### config.mk
export PLATFORM = sky130hd
export DESIGN_NAME = gyro_calibration_and_fall_detect_unit_flat
export DESIGN_NICKNAME = d
export VERILOG_FILES = /design/src/rtl/gcfd_pkg.sv /design/src/rtl/gcfd_if.sv /design/src/rtl/gyro_calibration_and_fall_detect_unit.sv /design/src/rtl/gcfd_front.sv /design/src/rtl/gcfd_cal_unit.sv /design/src/rtl/gcfd_back.sv /design/src/flat_wrapper.sv
export SDC_FILE = /design/constraint.sdc
export NUM_CORES = 2
export LEC_CHECK = 0
export BUFFER_PORTS_ARGS = -buffer_cell sky130_fd_sc_hd__buf_2
export CAP_MARGIN = 20
export CORE_MARGIN = 4
export CORE_UTILIZATION = 45
export DETAILED_ROUTE_END_ITERATION = 12
export PLACE_DENSITY = 0.6
export SYNTH_ARGS = -nofsm -noshare
export SYNTH_HDL_FRONTEND = slang
export SYNTH_SLANG_ARGS = --single-unit
### constraint.sdc
create_clock -name clock -period 7.5 [get_ports clock]
set_input_delay 1.5 -clock clock [delete_from_list [all_inputs] [get_ports clock]]
set_output_delay 1.5 -clock clock [all_outputs]
set_load 0.02 [all_outputs]
### src/rtl/gcfd_pkg.sv
package gcfd_pkg;

   localparam int DATA_W   = 10;
   localparam int DATA_MAX = (1 << DATA_W) - 1;
   localparam int CTR_W    = DATA_W + 1;
   localparam int SQR_W    = 2 * DATA_W;
   localparam int STAT_W   = 2;
   localparam int FALL_W   = 2;

   localparam logic [STAT_W-1:0] ST_PENDING    = 2'd0;
   localparam logic [STAT_W-1:0] ST_CALIBRATED = 2'd1;
   localparam logic [STAT_W-1:0] ST_FAILED     = 2'd2;

   localparam logic [FALL_W-1:0] FALL_STANDING = 2'd0;
   localparam logic [FALL_W-1:0] FALL_FORWARD  = 2'd1;
   localparam logic [FALL_W-1:0] FALL_BACKWARD = 2'd2;

   localparam logic [DATA_W-1:0] CENTER_RESET = 10'd512;

   localparam logic REG_FWD_LIMIT = 1'b0;
   localparam logic REG_BWD_LIMIT = 1'b1;

   typedef struct packed {
      logic              read_ok;
      logic              motion_enabled;
      logic [DATA_W-1:0] gyro_fb_raw;
      logic [DATA_W-1:0] gyro_rl_raw;
      logic [DATA_W-1:0] accel_fb_raw;
      logic [SQR_W-1:0]  gyro_fb_sq;
      logic [SQR_W-1:0]  gyro_rl_sq;
   } item_type;

   typedef struct packed {
      logic start;
      logic ack;
   } cal_ctl_type;

   typedef struct packed {
      logic              done;
      logic              pass;
      logic [DATA_W-1:0] fb_mean;
      logic [DATA_W-1:0] rl_mean;
   } cal_res_type;

endpackage

### src/rtl/gcfd_if.sv
interface gcfd_req_if import gcfd_pkg::*; ();
   logic              valid;
   logic              ready;
   logic              read_ok;
   logic              motion_enabled;
   logic [DATA_W-1:0] gyro_fb_raw;
   logic [DATA_W-1:0] gyro_rl_raw;
   logic [DATA_W-1:0] accel_fb_raw;

   modport source (
      output valid, read_ok, motion_enabled, gyro_fb_raw, gyro_rl_raw, accel_fb_raw,
      input  ready
   );
   modport sink (
      input  valid, read_ok, motion_enabled, gyro_fb_raw, gyro_rl_raw, accel_fb_raw,
      output ready
   );
endinterface

interface gcfd_rsp_if import gcfd_pkg::*; ();
   logic                     valid;
   logic                     ready;
   logic [STAT_W-1:0]        calib_state;
   logic                     gyro_valid;
   logic signed [CTR_W-1:0]  gyro_fb_centered;
   logic signed [CTR_W-1:0]  gyro_rl_centered;
   logic                     fall_valid;
   logic [FALL_W-1:0]        fall_state;
   logic [DATA_W-1:0]        fb_center_out;
   logic [DATA_W-1:0]        rl_center_out;

   modport source (
      output valid, calib_state, gyro_valid, gyro_fb_centered, gyro_rl_centered,
             fall_valid, fall_state, fb_center_out, rl_center_out,
      input  ready
   );
   modport sink (
      input  valid, calib_state, gyro_valid, gyro_fb_centered, gyro_rl_centered,
             fall_valid, fall_state, fb_center_out, rl_center_out,
      output ready
   );
endinterface

### src/rtl/gyro_calibration_and_fall_detect_unit.sv
// Gyro bias calibration and accelerometer fall detection. Every request gives exactly one
// response; requests are taken one per cycle while the queue has room, and each passes
// through the two-entry request queue, then the response register. The exception is the
// request that follows a full window of GYRO_WINDOW good gyro samples: it waits in the queue
// until the decision unit has finished: it launches, forms the four products of the spread
// test, then does the reciprocal multiplications that yield both means; once the queue is
// full the request side stalls. The accelerometer ring is a memory of ACCEL_WINDOW entries
// with one valid flag per entry, so it reads as 512 from reset with no clearing pass. Write
// the limit registers only while idle.
module gyro_calibration_and_fall_detect_unit import gcfd_pkg::*; #(
   parameter int GYRO_WINDOW  = 100,
   parameter int ACCEL_WINDOW = 30
) (
   input  logic              clock,
   input  logic              reset,
   gcfd_req_if.sink          req_chan,
   gcfd_rsp_if.source        rsp_chan,
   input  logic              csr_wr_en,
   input  logic              csr_index,
   input  logic [DATA_W-1:0] csr_wr_data
);

   logic     q_pop;
   logic     q_avail;
   item_type q_head;

   gcfd_front u_front (
      .clock    (clock),
      .reset    (reset),
      .req_chan (req_chan),
      .q_pop    (q_pop),
      .q_avail  (q_avail),
      .q_head   (q_head)
   );

   gcfd_back #(
      .GYRO_WINDOW  (GYRO_WINDOW),
      .ACCEL_WINDOW (ACCEL_WINDOW)
   ) u_back (
      .clock       (clock),
      .reset       (reset),
      .csr_wr_en   (csr_wr_en),
      .csr_index   (csr_index),
      .csr_wr_data (csr_wr_data),
      .q_avail     (q_avail),
      .q_head      (q_head),
      .q_pop       (q_pop),
      .rsp_chan    (rsp_chan)
   );

`ifndef ASSERT_OFF
   a_pop_needs_item: assert property (@(posedge clock) disable iff (reset)
      q_pop |-> q_avail)
      else $error("queue popped while empty");

   a_fall_needs_cal: assert property (@(posedge clock) disable iff (reset)
      (rsp_chan.valid && rsp_chan.fall_valid) |-> (rsp_chan.calib_state == ST_CALIBRATED))
      else $error("fall state reported while not calibrated");

   a_gyro_needs_fall: assert property (@(posedge clock) disable iff (reset)
      (rsp_chan.valid && rsp_chan.gyro_valid) |-> rsp_chan.fall_valid)
      else $error("centered gyro reported without fall evaluation");

   a_cal_sticks: assert property (@(posedge clock) disable iff (reset)
      (rsp_chan.valid && rsp_chan.ready && (rsp_chan.calib_state == ST_CALIBRATED))
      |=> (!rsp_chan.valid || (rsp_chan.calib_state == ST_CALIBRATED)))
      else $error("calibrated state left before reset");
`endif

endmodule

### src/rtl/gcfd_front.sv
module gcfd_front import gcfd_pkg::*; (
   input  logic       clock,
   input  logic       reset,
   gcfd_req_if.sink   req_chan,
   input  logic       q_pop,
   output logic       q_avail,
   output item_type   q_head
);

   localparam int QUEUE_DEPTH = 2;
   localparam int QCNT_W      = $clog2(QUEUE_DEPTH + 1);

   logic [QCNT_W-1:0] q_count_ff, q_count_in;
   logic              q_wr_ptr_ff, q_wr_ptr_in;
   logic              q_rd_ptr_ff, q_rd_ptr_in;
   item_type          q_mem_ff [QUEUE_DEPTH];
   item_type          item_in;
   logic              push;

   assign req_chan.ready = (q_count_ff != QCNT_W'(QUEUE_DEPTH));
   assign push           = req_chan.valid && req_chan.ready;

   // squares go into the queue so the back end only adds
   always_comb begin
      item_in.read_ok        = req_chan.read_ok;
      item_in.motion_enabled = req_chan.motion_enabled;
      item_in.gyro_fb_raw    = req_chan.gyro_fb_raw;
      item_in.gyro_rl_raw    = req_chan.gyro_rl_raw;
      item_in.accel_fb_raw   = req_chan.accel_fb_raw;
      item_in.gyro_fb_sq     = SQR_W'(req_chan.gyro_fb_raw) * SQR_W'(req_chan.gyro_fb_raw);
      item_in.gyro_rl_sq     = SQR_W'(req_chan.gyro_rl_raw) * SQR_W'(req_chan.gyro_rl_raw);
   end

   always_comb begin
      q_wr_ptr_in = push  ? ~q_wr_ptr_ff : q_wr_ptr_ff;
      q_rd_ptr_in = q_pop ? ~q_rd_ptr_ff : q_rd_ptr_ff;
      case ({push, q_pop})
         2'b10:   q_count_in = q_count_ff + QCNT_W'(1);
         2'b01:   q_count_in = q_count_ff - QCNT_W'(1);
         default: q_count_in = q_count_ff;
      endcase
   end

   always_ff @(posedge clock) begin
      if (reset) begin
         q_count_ff  <= '0;
         q_wr_ptr_ff <= 1'b0;
         q_rd_ptr_ff <= 1'b0;
      end else begin
         q_count_ff  <= q_count_in;
         q_wr_ptr_ff <= q_wr_ptr_in;
         q_rd_ptr_ff <= q_rd_ptr_in;
      end
   end

   always_ff @(posedge clock) begin
      if (push) begin
         q_mem_ff[q_wr_ptr_ff] <= item_in;
      end
   end

   assign q_avail = (q_count_ff != '0);
   assign q_head  = q_mem_ff[q_rd_ptr_ff];

endmodule

### src/rtl/gcfd_cal_unit.sv
module gcfd_cal_unit import gcfd_pkg::*; #(
   parameter int GYRO_WINDOW = 100
) (
   input  logic                                              clock,
   input  logic                                              reset,
   input  cal_ctl_type                                       cal_ctl,
   input  logic [$clog2(DATA_MAX*GYRO_WINDOW+1)-1:0]          fb_sum,
   input  logic [$clog2(DATA_MAX*GYRO_WINDOW+1)-1:0]          rl_sum,
   input  logic [$clog2(DATA_MAX*DATA_MAX*GYRO_WINDOW+1)-1:0] fb_sq_sum,
   input  logic [$clog2(DATA_MAX*DATA_MAX*GYRO_WINDOW+1)-1:0] rl_sq_sum,
   output cal_res_type                                       cal_res
);

   localparam int SUM_W  = $clog2(DATA_MAX * GYRO_WINDOW + 1);
   localparam int SQ_W   = $clog2(DATA_MAX * DATA_MAX * GYRO_WINDOW + 1);
   localparam int A_W    = SQ_W + $clog2(GYRO_WINDOW + 1);
   localparam int B_W    = 2 * SUM_W;
   localparam int PROD_W = (A_W > B_W) ? A_W : B_W;

   // floor(sum/N) as (sum * RECIP) >> SHIFT, exact for every sum below 2^SUM_W
   localparam int SHIFT  = SUM_W + $clog2(GYRO_WINDOW);
   localparam int RCP_W  = SUM_W + 2;
   localparam int QP_W   = SUM_W + RCP_W;

   localparam logic [PROD_W-1:0] SPREAD_LIM = PROD_W'(4 * GYRO_WINDOW * GYRO_WINDOW);
   localparam logic [RCP_W-1:0]  RECIP      =
      RCP_W'(((longint'(1) << SHIFT) + longint'(GYRO_WINDOW) - 1) / longint'(GYRO_WINDOW));

   localparam logic [1:0] CS_IDLE = 2'd0;
   localparam logic [1:0] CS_MUL  = 2'd1;
   localparam logic [1:0] CS_DIV  = 2'd2;
   localparam logic [1:0] CS_DONE = 2'd3;

   logic [1:0]        cs_ff, cs_in;
   logic [PROD_W-1:0] a_fb_ff, a_fb_in, a_rl_ff, a_rl_in;
   logic [PROD_W-1:0] b_fb_ff, b_fb_in, b_rl_ff, b_rl_in;
   logic [DATA_W-1:0] q_fb_ff, q_fb_in, q_rl_ff, q_rl_in;
   logic              pass_ff, pass_in;
   logic [QP_W-1:0]   qp_fb, qp_rl;

   // N*sumsq - sum^2 < 4*N^2 is sd < 2 without a root
   function automatic logic spread_small(input logic [PROD_W-1:0] a, input logic [PROD_W-1:0] b);
      return (a < b) || ((a - b) < SPREAD_LIM);
   endfunction

   assign qp_fb = QP_W'(fb_sum) * QP_W'(RECIP);
   assign qp_rl = QP_W'(rl_sum) * QP_W'(RECIP);

   always_comb begin
      cs_in     = cs_ff;
      a_fb_in   = a_fb_ff;
      a_rl_in   = a_rl_ff;
      b_fb_in   = b_fb_ff;
      b_rl_in   = b_rl_ff;
      q_fb_in   = q_fb_ff;
      q_rl_in   = q_rl_ff;
      pass_in   = pass_ff;
      case (cs_ff)
         CS_IDLE: begin
            if (cal_ctl.start) begin
               cs_in = CS_MUL;
            end
         end
         CS_MUL: begin
            a_fb_in   = PROD_W'(fb_sq_sum) * PROD_W'(GYRO_WINDOW);
            a_rl_in   = PROD_W'(rl_sq_sum) * PROD_W'(GYRO_WINDOW);
            b_fb_in   = PROD_W'(fb_sum) * PROD_W'(fb_sum);
            b_rl_in   = PROD_W'(rl_sum) * PROD_W'(rl_sum);
            cs_in     = CS_DIV;
         end
         CS_DIV: begin
            pass_in   = spread_small(a_fb_ff, b_fb_ff) && spread_small(a_rl_ff, b_rl_ff);
            q_fb_in   = qp_fb[SHIFT +: DATA_W];
            q_rl_in   = qp_rl[SHIFT +: DATA_W];
            cs_in     = CS_DONE;
         end
         CS_DONE: begin
            if (cal_ctl.ack) begin
               cs_in = CS_IDLE;
            end
         end
         default: cs_in = CS_IDLE;
      endcase
   end

   always_ff @(posedge clock) begin
      if (reset) begin
         cs_ff   <= CS_IDLE;
      end else begin
         cs_ff   <= cs_in;
      end
   end

   always_ff @(posedge clock) begin
      a_fb_ff   <= a_fb_in;
      a_rl_ff   <= a_rl_in;
      b_fb_ff   <= b_fb_in;
      b_rl_ff   <= b_rl_in;
      q_fb_ff   <= q_fb_in;
      q_rl_ff   <= q_rl_in;
      pass_ff   <= pass_in;
   end

   assign cal_res.done    = (cs_ff == CS_DONE);
   assign cal_res.pass    = pass_ff;
   assign cal_res.fb_mean = q_fb_ff;
   assign cal_res.rl_mean = q_rl_ff;

endmodule

### src/rtl/gcfd_back.sv
module gcfd_back import gcfd_pkg::*; #(
   parameter int GYRO_WINDOW  = 100,
   parameter int ACCEL_WINDOW = 30
) (
   input  logic              clock,
   input  logic              reset,
   input  logic              csr_wr_en,
   input  logic              csr_index,
   input  logic [DATA_W-1:0] csr_wr_data,
   input  logic              q_avail,
   input  item_type          q_head,
   output logic              q_pop,
   gcfd_rsp_if.source        rsp_chan
);

   localparam int CNT_W = $clog2(GYRO_WINDOW + 1);
   localparam int SUM_W = $clog2(DATA_MAX * GYRO_WINDOW + 1);
   localparam int SQ_W  = $clog2(DATA_MAX * DATA_MAX * GYRO_WINDOW + 1);
   localparam int ACC_W = $clog2(DATA_MAX * ACCEL_WINDOW + 1);
   localparam int THR_W = $clog2((DATA_MAX + 1) * ACCEL_WINDOW + 1);
   localparam int PTR_W = (ACCEL_WINDOW > 1) ? $clog2(ACCEL_WINDOW) : 1;

   localparam logic [ACC_W-1:0] ACC_SUM_RESET = ACC_W'(ACCEL_WINDOW * int'(CENTER_RESET));
   localparam logic [THR_W-1:0] BWD_THR_RESET = THR_W'((DATA_MAX + 1) * ACCEL_WINDOW);

   logic [STAT_W-1:0] status_ff, status_in, status_mid;
   logic [CNT_W-1:0]  count_ff, count_in;
   logic [SUM_W-1:0]  fb_sum_ff, fb_sum_in, rl_sum_ff, rl_sum_in;
   logic [SQ_W-1:0]   fb_sq_ff, fb_sq_in, rl_sq_ff, rl_sq_in;
   logic [DATA_W-1:0] fb_center_ff, rl_center_ff, fb_center_mid, rl_center_mid;
   logic [PTR_W-1:0]  ptr_ff, ptr_in, ptr_next;
   logic [ACC_W-1:0]  acc_sum_ff, acc_sum_in, acc_sum_new;
   logic [THR_W-1:0]  fwd_thr_ff, fwd_thr_in, bwd_thr_ff, bwd_thr_in, cmp_sum;

   logic [DATA_W-1:0]       win_mem [ACCEL_WINDOW];
   logic [ACCEL_WINDOW-1:0] win_vld_ff;
   logic [DATA_W-1:0]       win_old_ff, win_old;
   logic                    win_old_vld_ff;
   logic                    win_we;

   logic                    rsp_valid_ff;
   logic [STAT_W-1:0]       rsp_status_ff;
   logic                    rsp_gyro_valid_ff, rsp_fall_valid_ff;
   logic signed [CTR_W-1:0] rsp_fb_ctr_ff, rsp_rl_ctr_ff, fb_ctr_in, rl_ctr_in;
   logic [FALL_W-1:0]       rsp_fall_ff, fall_in;
   logic [DATA_W-1:0]       rsp_fb_center_ff, rsp_rl_center_ff;

   logic        collecting, decide, out_free, run, gyro_ok;
   cal_ctl_type cal_ctl;
   cal_res_type cal_res;

   gcfd_cal_unit #(
      .GYRO_WINDOW (GYRO_WINDOW)
   ) u_cal (
      .clock     (clock),
      .reset     (reset),
      .cal_ctl   (cal_ctl),
      .fb_sum    (fb_sum_ff),
      .rl_sum    (rl_sum_ff),
      .fb_sq_sum (fb_sq_ff),
      .rl_sq_sum (rl_sq_ff),
      .cal_res   (cal_res)
   );

   assign collecting = (status_ff == ST_PENDING) || (status_ff == ST_FAILED);
   assign decide     = collecting && (count_ff == CNT_W'(GYRO_WINDOW));
   assign out_free   = !rsp_valid_ff || rsp_chan.ready;
   // hold the request after a full window until the decision is ready
   assign q_pop      = q_avail && out_free && (!decide || cal_res.done);

   assign cal_ctl.start = decide;
   assign cal_ctl.ack   = q_pop && decide;

   always_comb begin
      status_mid    = status_ff;
      fb_center_mid = fb_center_ff;
      rl_center_mid = rl_center_ff;
      if (decide) begin
         if (cal_res.pass) begin
            status_mid    = ST_CALIBRATED;
            fb_center_mid = cal_res.fb_mean;
            rl_center_mid = cal_res.rl_mean;
         end else begin
            status_mid    = ST_FAILED;
            fb_center_mid = CENTER_RESET;
            rl_center_mid = CENTER_RESET;
         end
      end
   end

   assign run     = (status_mid == ST_CALIBRATED) && q_head.motion_enabled;
   assign gyro_ok = run && q_head.read_ok;
   assign win_we  = q_pop && gyro_ok;

   // gyro window accumulation
   always_comb begin
      count_in  = count_ff;
      fb_sum_in = fb_sum_ff;
      rl_sum_in = rl_sum_ff;
      fb_sq_in  = fb_sq_ff;
      rl_sq_in  = rl_sq_ff;
      status_in = status_ff;
      if (q_pop) begin
         status_in = status_mid;
         if (decide) begin
            count_in  = '0;
            fb_sum_in = '0;
            rl_sum_in = '0;
            fb_sq_in  = '0;
            rl_sq_in  = '0;
         end else if (collecting && q_head.read_ok) begin
            count_in  = count_ff + CNT_W'(1);
            fb_sum_in = fb_sum_ff + SUM_W'(q_head.gyro_fb_raw);
            rl_sum_in = rl_sum_ff + SUM_W'(q_head.gyro_rl_raw);
            fb_sq_in  = fb_sq_ff + SQ_W'(q_head.gyro_fb_sq);
            rl_sq_in  = rl_sq_ff + SQ_W'(q_head.gyro_rl_sq);
         end
      end
   end

   // accel ring: drop the oldest sample from the sum, add the new one
   assign win_old     = win_old_vld_ff ? win_old_ff : CENTER_RESET;
   assign acc_sum_new = acc_sum_ff - ACC_W'(win_old) + ACC_W'(q_head.accel_fb_raw);
   assign acc_sum_in  = win_we ? acc_sum_new : acc_sum_ff;
   assign ptr_next    = (ptr_ff == PTR_W'(ACCEL_WINDOW - 1)) ? '0 : ptr_ff + PTR_W'(1);
   assign ptr_in      = win_we ? ptr_next : ptr_ff;

   // floor(sum/N) < F  <=>  sum < F*N;  floor(sum/N) > B  <=>  sum >= (B+1)*N
   assign cmp_sum = THR_W'(acc_sum_in);
   always_comb begin
      if (!run) begin
         fall_in = FALL_STANDING;
      end else if (cmp_sum < fwd_thr_ff) begin
         fall_in = FALL_FORWARD;
      end else if (cmp_sum >= bwd_thr_ff) begin
         fall_in = FALL_BACKWARD;
      end else begin
         fall_in = FALL_STANDING;
      end
   end

   assign fb_ctr_in = gyro_ok ? signed'(CTR_W'(q_head.gyro_fb_raw) - CTR_W'(fb_center_mid)) : '0;
   assign rl_ctr_in = gyro_ok ? signed'(CTR_W'(q_head.gyro_rl_raw) - CTR_W'(rl_center_mid)) : '0;

   always_comb begin
      fwd_thr_in = fwd_thr_ff;
      bwd_thr_in = bwd_thr_ff;
      if (csr_wr_en) begin
         case (csr_index)
            REG_FWD_LIMIT: fwd_thr_in = THR_W'(csr_wr_data) * THR_W'(ACCEL_WINDOW);
            REG_BWD_LIMIT: bwd_thr_in = (THR_W'(csr_wr_data) + THR_W'(1)) * THR_W'(ACCEL_WINDOW);
            default: ;
         endcase
      end
   end

   always_ff @(posedge clock) begin
      if (reset) begin
         status_ff    <= ST_PENDING;
         count_ff     <= '0;
         fb_sum_ff    <= '0;
         rl_sum_ff    <= '0;
         fb_sq_ff     <= '0;
         rl_sq_ff     <= '0;
         fb_center_ff <= CENTER_RESET;
         rl_center_ff <= CENTER_RESET;
         ptr_ff       <= '0;
         acc_sum_ff   <= ACC_SUM_RESET;
         fwd_thr_ff   <= '0;
         bwd_thr_ff   <= BWD_THR_RESET;
         rsp_valid_ff <= 1'b0;
      end else begin
         status_ff  <= status_in;
         count_ff   <= count_in;
         fb_sum_ff  <= fb_sum_in;
         rl_sum_ff  <= rl_sum_in;
         fb_sq_ff   <= fb_sq_in;
         rl_sq_ff   <= rl_sq_in;
         if (q_pop) begin
            fb_center_ff <= fb_center_mid;
            rl_center_ff <= rl_center_mid;
         end
         ptr_ff     <= ptr_in;
         acc_sum_ff <= acc_sum_in;
         fwd_thr_ff <= fwd_thr_in;
         bwd_thr_ff <= bwd_thr_in;
         if (q_pop) begin
            rsp_valid_ff <= 1'b1;
         end else if (rsp_chan.ready) begin
            rsp_valid_ff <= 1'b0;
         end
      end
   end

   always_ff @(posedge clock) begin
      if (q_pop) begin
         rsp_status_ff     <= status_mid;
         rsp_gyro_valid_ff <= gyro_ok;
         rsp_fb_ctr_ff     <= fb_ctr_in;
         rsp_rl_ctr_ff     <= rl_ctr_in;
         rsp_fall_valid_ff <= run;
         rsp_fall_ff       <= fall_in;
         rsp_fb_center_ff  <= fb_center_mid;
         rsp_rl_center_ff  <= rl_center_mid;
      end
   end

   // window memory with registered read of the next slot to retire
   always_ff @(posedge clock) begin
      if (win_we) begin
         win_mem[ptr_ff] <= q_head.accel_fb_raw;
      end
      if (win_we && (ptr_in == ptr_ff)) begin
         win_old_ff <= q_head.accel_fb_raw;
      end else begin
         win_old_ff <= win_mem[ptr_in];
      end
   end

   always_ff @(posedge clock) begin
      if (reset) begin
         win_vld_ff     <= '0;
         win_old_vld_ff <= 1'b0;
      end else begin
         if (win_we) begin
            win_vld_ff[ptr_ff] <= 1'b1;
         end
         win_old_vld_ff <= (win_we && (ptr_in == ptr_ff)) || win_vld_ff[ptr_in];
      end
   end

   assign rsp_chan.valid            = rsp_valid_ff;
   assign rsp_chan.calib_state      = rsp_status_ff;
   assign rsp_chan.gyro_valid       = rsp_gyro_valid_ff;
   assign rsp_chan.gyro_fb_centered = rsp_fb_ctr_ff;
   assign rsp_chan.gyro_rl_centered = rsp_rl_ctr_ff;
   assign rsp_chan.fall_valid       = rsp_fall_valid_ff;
   assign rsp_chan.fall_state       = rsp_fall_ff;
   assign rsp_chan.fb_center_out    = rsp_fb_center_ff;
   assign rsp_chan.rl_center_out    = rsp_rl_center_ff;

endmodule
### src/flat_wrapper.sv
// flat-port wrapper written by rule: the top's interface ports become plain ports
module gyro_calibration_and_fall_detect_unit_flat import gcfd_pkg::*;
#(
   parameter int GYRO_WINDOW  = 100,
   parameter int ACCEL_WINDOW = 30
)
  (clock, reset, csr_wr_en, csr_index, csr_wr_data, req_chan_valid, req_chan_read_ok, req_chan_motion_enabled, req_chan_gyro_fb_raw, req_chan_gyro_rl_raw, req_chan_accel_fb_raw, req_chan_ready, rsp_chan_valid, rsp_chan_calib_state, rsp_chan_gyro_valid, rsp_chan_gyro_fb_centered, rsp_chan_gyro_rl_centered, rsp_chan_fall_valid, rsp_chan_fall_state, rsp_chan_fb_center_out, rsp_chan_rl_center_out, rsp_chan_ready);
  gcfd_req_if req_chan_i ();
  gcfd_rsp_if rsp_chan_i ();
  input  logic clock;
  input  logic reset;
  input  logic csr_wr_en;
  input  logic csr_index;
  input  logic [DATA_W-1:0] csr_wr_data;
  input wire logic [$bits(req_chan_i.valid)-1:0] req_chan_valid;
  input wire logic [$bits(req_chan_i.read_ok)-1:0] req_chan_read_ok;
  input wire logic [$bits(req_chan_i.motion_enabled)-1:0] req_chan_motion_enabled;
  input wire logic [$bits(req_chan_i.gyro_fb_raw)-1:0] req_chan_gyro_fb_raw;
  input wire logic [$bits(req_chan_i.gyro_rl_raw)-1:0] req_chan_gyro_rl_raw;
  input wire logic [$bits(req_chan_i.accel_fb_raw)-1:0] req_chan_accel_fb_raw;
  output wire logic [$bits(req_chan_i.ready)-1:0] req_chan_ready;
  output wire logic [$bits(rsp_chan_i.valid)-1:0] rsp_chan_valid;
  output wire logic [$bits(rsp_chan_i.calib_state)-1:0] rsp_chan_calib_state;
  output wire logic [$bits(rsp_chan_i.gyro_valid)-1:0] rsp_chan_gyro_valid;
  output wire logic [$bits(rsp_chan_i.gyro_fb_centered)-1:0] rsp_chan_gyro_fb_centered;
  output wire logic [$bits(rsp_chan_i.gyro_rl_centered)-1:0] rsp_chan_gyro_rl_centered;
  output wire logic [$bits(rsp_chan_i.fall_valid)-1:0] rsp_chan_fall_valid;
  output wire logic [$bits(rsp_chan_i.fall_state)-1:0] rsp_chan_fall_state;
  output wire logic [$bits(rsp_chan_i.fb_center_out)-1:0] rsp_chan_fb_center_out;
  output wire logic [$bits(rsp_chan_i.rl_center_out)-1:0] rsp_chan_rl_center_out;
  input wire logic [$bits(rsp_chan_i.ready)-1:0] rsp_chan_ready;
  assign req_chan_i.valid = req_chan_valid;
  assign req_chan_i.read_ok = req_chan_read_ok;
  assign req_chan_i.motion_enabled = req_chan_motion_enabled;
  assign req_chan_i.gyro_fb_raw = req_chan_gyro_fb_raw;
  assign req_chan_i.gyro_rl_raw = req_chan_gyro_rl_raw;
  assign req_chan_i.accel_fb_raw = req_chan_accel_fb_raw;
  assign req_chan_ready = req_chan_i.ready;
  assign rsp_chan_valid = rsp_chan_i.valid;
  assign rsp_chan_calib_state = rsp_chan_i.calib_state;
  assign rsp_chan_gyro_valid = rsp_chan_i.gyro_valid;
  assign rsp_chan_gyro_fb_centered = rsp_chan_i.gyro_fb_centered;
  assign rsp_chan_gyro_rl_centered = rsp_chan_i.gyro_rl_centered;
  assign rsp_chan_fall_valid = rsp_chan_i.fall_valid;
  assign rsp_chan_fall_state = rsp_chan_i.fall_state;
  assign rsp_chan_fb_center_out = rsp_chan_i.fb_center_out;
  assign rsp_chan_rl_center_out = rsp_chan_i.rl_center_out;
  assign rsp_chan_i.ready = rsp_chan_ready;
  gyro_calibration_and_fall_detect_unit #(.GYRO_WINDOW(GYRO_WINDOW), .ACCEL_WINDOW(ACCEL_WINDOW)) u_core (.clock(clock), .reset(reset), .req_chan(req_chan_i), .rsp_chan(rsp_chan_i), .csr_wr_en(csr_wr_en), .csr_index(csr_index), .csr_wr_data(csr_wr_data));
endmodule
==> impl_results.md <==
- Die width: 421.5 um
- # IOs: 98
- Synth Instances: 7470
- Slowest stage delay, CP: 0.55 ns
- H-Tree Depth: 3
- Gr ovfl total: 0
- TritonCTS clock tree: done
- Hold Path Class: reg -> reg
- RR Endpoint: u_core.u_back.u_cal.b_rl_ff[33]
- # DRC: 0
- Pre-CTS WS: 0.3733 ns
- Avg Cell Area, Syn: 10.30 um2
- Syn-to-layout area delta: 9.258%
- Die Ht: 421.5 um
- GP Congestion: 0.8832
- R2r worst-path depth: 25
- Final net count: 9439
- Pin count of the biggest net entering global routing: 118
- Final setup TNS: 0 ns
- Vias in the first global route: 53390
- CTS buffer count: 98
- Layout cells sized above 1: 6.562%
- DR iter-0 viols: 2997
- Setup CP Type: reg -> reg
- Pwr/cell area: 276.7 mW/mm2
- Max_slew headroom: 26.67%
- EDFF count, synth: 635
- #FFs+latches synth: 849
- Worst hold start: u_core.u_back.fwd_thr_ff[6]
- Die area: 0.1776 mm2
- First-pass GRT wire length: 289400 um
- Slowest-stage cell, CP: fa_1
- Vias per cell: 5.173
- Worst endpoint data arrival time: 7.63 ns
- Async SR Flop Fraction: 0%
- Total clock sinks: 849
- Clk_lat worst skew: 0.77 ns
- RSZ-0062 raised after global routing: false
- Vias: 51240
- Worst slew pin tran: 1.096 ns
- Final Skew: 0.06554 ns
- Synth Net Count: 9313
- Min cycle time layout: 7.159 ns
- Final setup fails: 0
- CTS Hold Bufs: 0
- PortBufs: 97
- Antenna violations before repair: 11
- Fin. max-slew vios: 0
- Top_reg_cell synth: edfxtp_1
- Met1 wire length: 78080 um
- Placed Instance Area: 0.08043 mm2
- Synth cell types: 88
- Core ar.: 0.1697 mm2
- CTS root buffer: clkbuf_16
- Hold-critical path endpoint: u_core.u_back.fwd_thr_ff[6]
- GR Util All Layers: 20.30%
- Initial core utilization: 45.34%
- Synth warn: 0
- CP Capture Type: flop
- Met3 Routed Length: 6521 um
- Worst r2r src: u_core.u_back.rl_sum_ff[4]
- MaxCap Viol Count: 0
- Final worst slack: 0.3406 ns
- Critical Path RT: 7.97 ns
- Drt pass-1 iters: 6
- Antenna Violating Nets Remaining: 0
- Rows: 151
- Routed len/inst: 17.98 um
- Highest metal used: met4
- CP max FO: 7
- Final HPWL DP: 139400 um
- Routed WL: 178100 um
- Post-synthesis sequential area ratio: 30.36%
- Worst vdd rail ir drop: 0.0002720 V
- FMAX: 0.1397 GHz
- Crit start category: flop
- Clk slew on worst S/H paths: 0.06 ns
- R2R setup slack: 0.34 ns
- Outcome: finished, final reports clean
- Most used cell, CP: fa_1
- Part of the cycle the worst path needs: 95.46%
- Static leakage: 0.04116 uW
- Wire length on met2: 87810 um
- Max clock buf depth: 3
- Final hold violations: 0
- WHS Path Cells: 2
- Post-route cell area: 0.08405 mm2
- Netlist Area Pre-Place: 0.07693 mm2
-- layout by cell type, fill, tap and decap left out, types with 25 or more instances in the layout --
cell type / n
nand2_1: 457
mux2_2: 73
a21oi_1: 305
nand3_1: 59
a21o_1: 124
clkbuf_16: 100
and3_1: 36
nand2b_1: 36
o21ai_0: 134
buf_4: 96
o21a_1: 58
a31oi_1: 52
and2_1: 182
nor2b_1: 72
a22oi_1: 40
nor2_1: 456
o21bai_1: 46
buf_2: 96
edfxtp_1: 635
a311oi_1: 26
inv_1: 1587
mux2i_1: 47
nor3_1: 65
ha_1: 1013
fa_1: 781
a21boi_0: 25
xor2_1: 89
a211oi_1: 176
xnor2_1: 239
dfxtp_1: 212
-- flip-flops by register name (all words and copies together), names as in the netlist, 11 cells and up, named ones only --
register	cells
u_core.u_back.u_cal.a_rl_ff	32
u_core.u_back.rsp_chan.gyro_fb_centered	11
u_core.u_back.bwd_thr_ff	14
u_core.u_back.fwd_thr_ff	14
u_core.u_back.rsp_chan.gyro_rl_centered	11
u_core.u_back.acc_sum_ff	15
u_core.u_back.rl_sum_ff	17
u_core.u_front.q_mem_ff	136
u_core.u_back.u_cal.b_fb_ff	33
u_core.u_back.rl_sq_ff	27
u_core.u_back.fb_sum_ff	17
u_core.u_back.win_mem	300
u_core.u_back.fb_sq_ff	27
u_core.u_back.win_vld_ff	30
u_core.u_back.u_cal.b_rl_ff	33
u_core.u_back.u_cal.a_fb_ff	32
-- worst max-delay path by stage --
stage,endpoint,slack [ns],startpoint
2_1_floorplan,u_core.u_back.u_cal.b_rl_ff[32],0.70,u_core.u_back.rl_sum_ff[7]
3_3_place_gp,u_core.u_back.u_cal.b_rl_ff[33],0.42,u_core.u_back.rl_sum_ff[4]
3_5_place_dp,u_core.u_back.u_cal.b_rl_ff[33],0.37,u_core.u_back.rl_sum_ff[4]
4_1_cts,u_core.u_back.u_cal.b_rl_ff[33],0.37,u_core.u_back.rl_sum_ff[4]
5_1_grt,u_core.u_back.u_cal.b_rl_ff[33],0.02,u_core.u_back.rl_sum_ff[4]
6_report,u_core.u_back.u_cal.b_rl_ff[33],0.34,u_core.u_back.rl_sum_ff[4]
-- area by class of cell --
class,count,area (um2)
Sequential cell,849,23360
Fill cell,15530,85610
Inverter,1591,5974
Clock buffer,128,2698
Tap cell,2218,2775
Multi-Input combinational cell,4845,46970
Antenna cell,6,15.01
Clock inverter,57,719.4
Timing Repair Buffer,211,1535
-- metal layers --
metal	up-vias	GRT usage [%]
met1	25300	26.45
met2	890	35.54
li1	24820	-
met3	232	2.118
met4	0	6.460
met5	-	0
-- synth_stat cells, types with 21 or more instances --
master,instances,area share [%]
nand2_1,457,2.2
a21boi_0,25,0.24
o21a_1,58,0.57
a311oi_1,26,0.30
clkbuf_1,152,0.74
edfxtp_1,635,25
and3_1,37,0.30
nand2b_1,36,0.29
a31oi_1,53,0.43
mux2i_1,47,0.61
o21ai_0,137,0.89
fa_1,781,20
dfxtp_1,214,5.6
or3_1,22,0.18
nand4_1,23,0.19
inv_1,1588,7.7
nor2_1,458,2.2
xor2_1,89,1.0
xnor2_1,239,2.7
nor2b_1,72,0.59
and2_1,182,1.5
o21bai_1,46,0.45
nand3_1,60,0.39
or2_2,21,0.17
nor3_1,66,0.43
a21o_1,125,1.2
mux2_2,73,1.1
o211ai_1,21,0.20
a211oi_1,176,1.7
ha_1,1014,16
a22oi_1,40,0.39
a21oi_1,306,2.0
-- logic make-up (layout without fill, tap and decap cells) --
kind of cell	count (synthesis)	after routing	synth area share (%)
compound gates	1124	1124	9.793
xor+xnor	328	328	3.734
flops	849	849	30.36
other cells	0	6	0
fa+ha+maj	1795	1795	36.82
simple gates	1477	1477	8.895
buf+inv	1776	1987	8.703
mux	121	121	1.700
-- worst max-delay path: cells and delay by family (launching register included) --
family | cells | cell delay [ns]
AO/OA/AOI/OAI | 9 | 2.21
flip-flops | 1 | 0.53
adder cells (fa/ha/maj) | 7 | 3.24
XOR/XNOR | 1 | 0.11
buffers and inverters | 5 | 0.26
AND/OR/NAND/NOR | 3 | 0.54
-- power breakdown --
part | switching (uW) | internal [uW]
logic | 6850 | 4630
registers | 413 | 6360
clock network | 2120 | 2890
total | 9380 | 13900
-- what timing repair did --
action                                  CTS  global route
gates resized for setup                   0             1
buffers inserted                          0             0
endpoints found under the setup margin    0             1
hold endpoints to repair                  0             0
-- per-stage QoR --
step | util (%) | power (uW) | hold WS [ns] | std cells
detailed placement | 47.41 | 18340 | 0.4457 | 9703
finish | 49.54 | 23260 | 0.4541 | 9905
CTS | 49.42 | 23500 | 0.4558 | 9888
global placement | 47.36 | 18080 | 0.4413 | 9696
global route | 49.53 | 25370 | 0.4742 | 9901
floorplan | - | 15260 | 0.4317 | 7470
(Power assumes the default switching activity.)
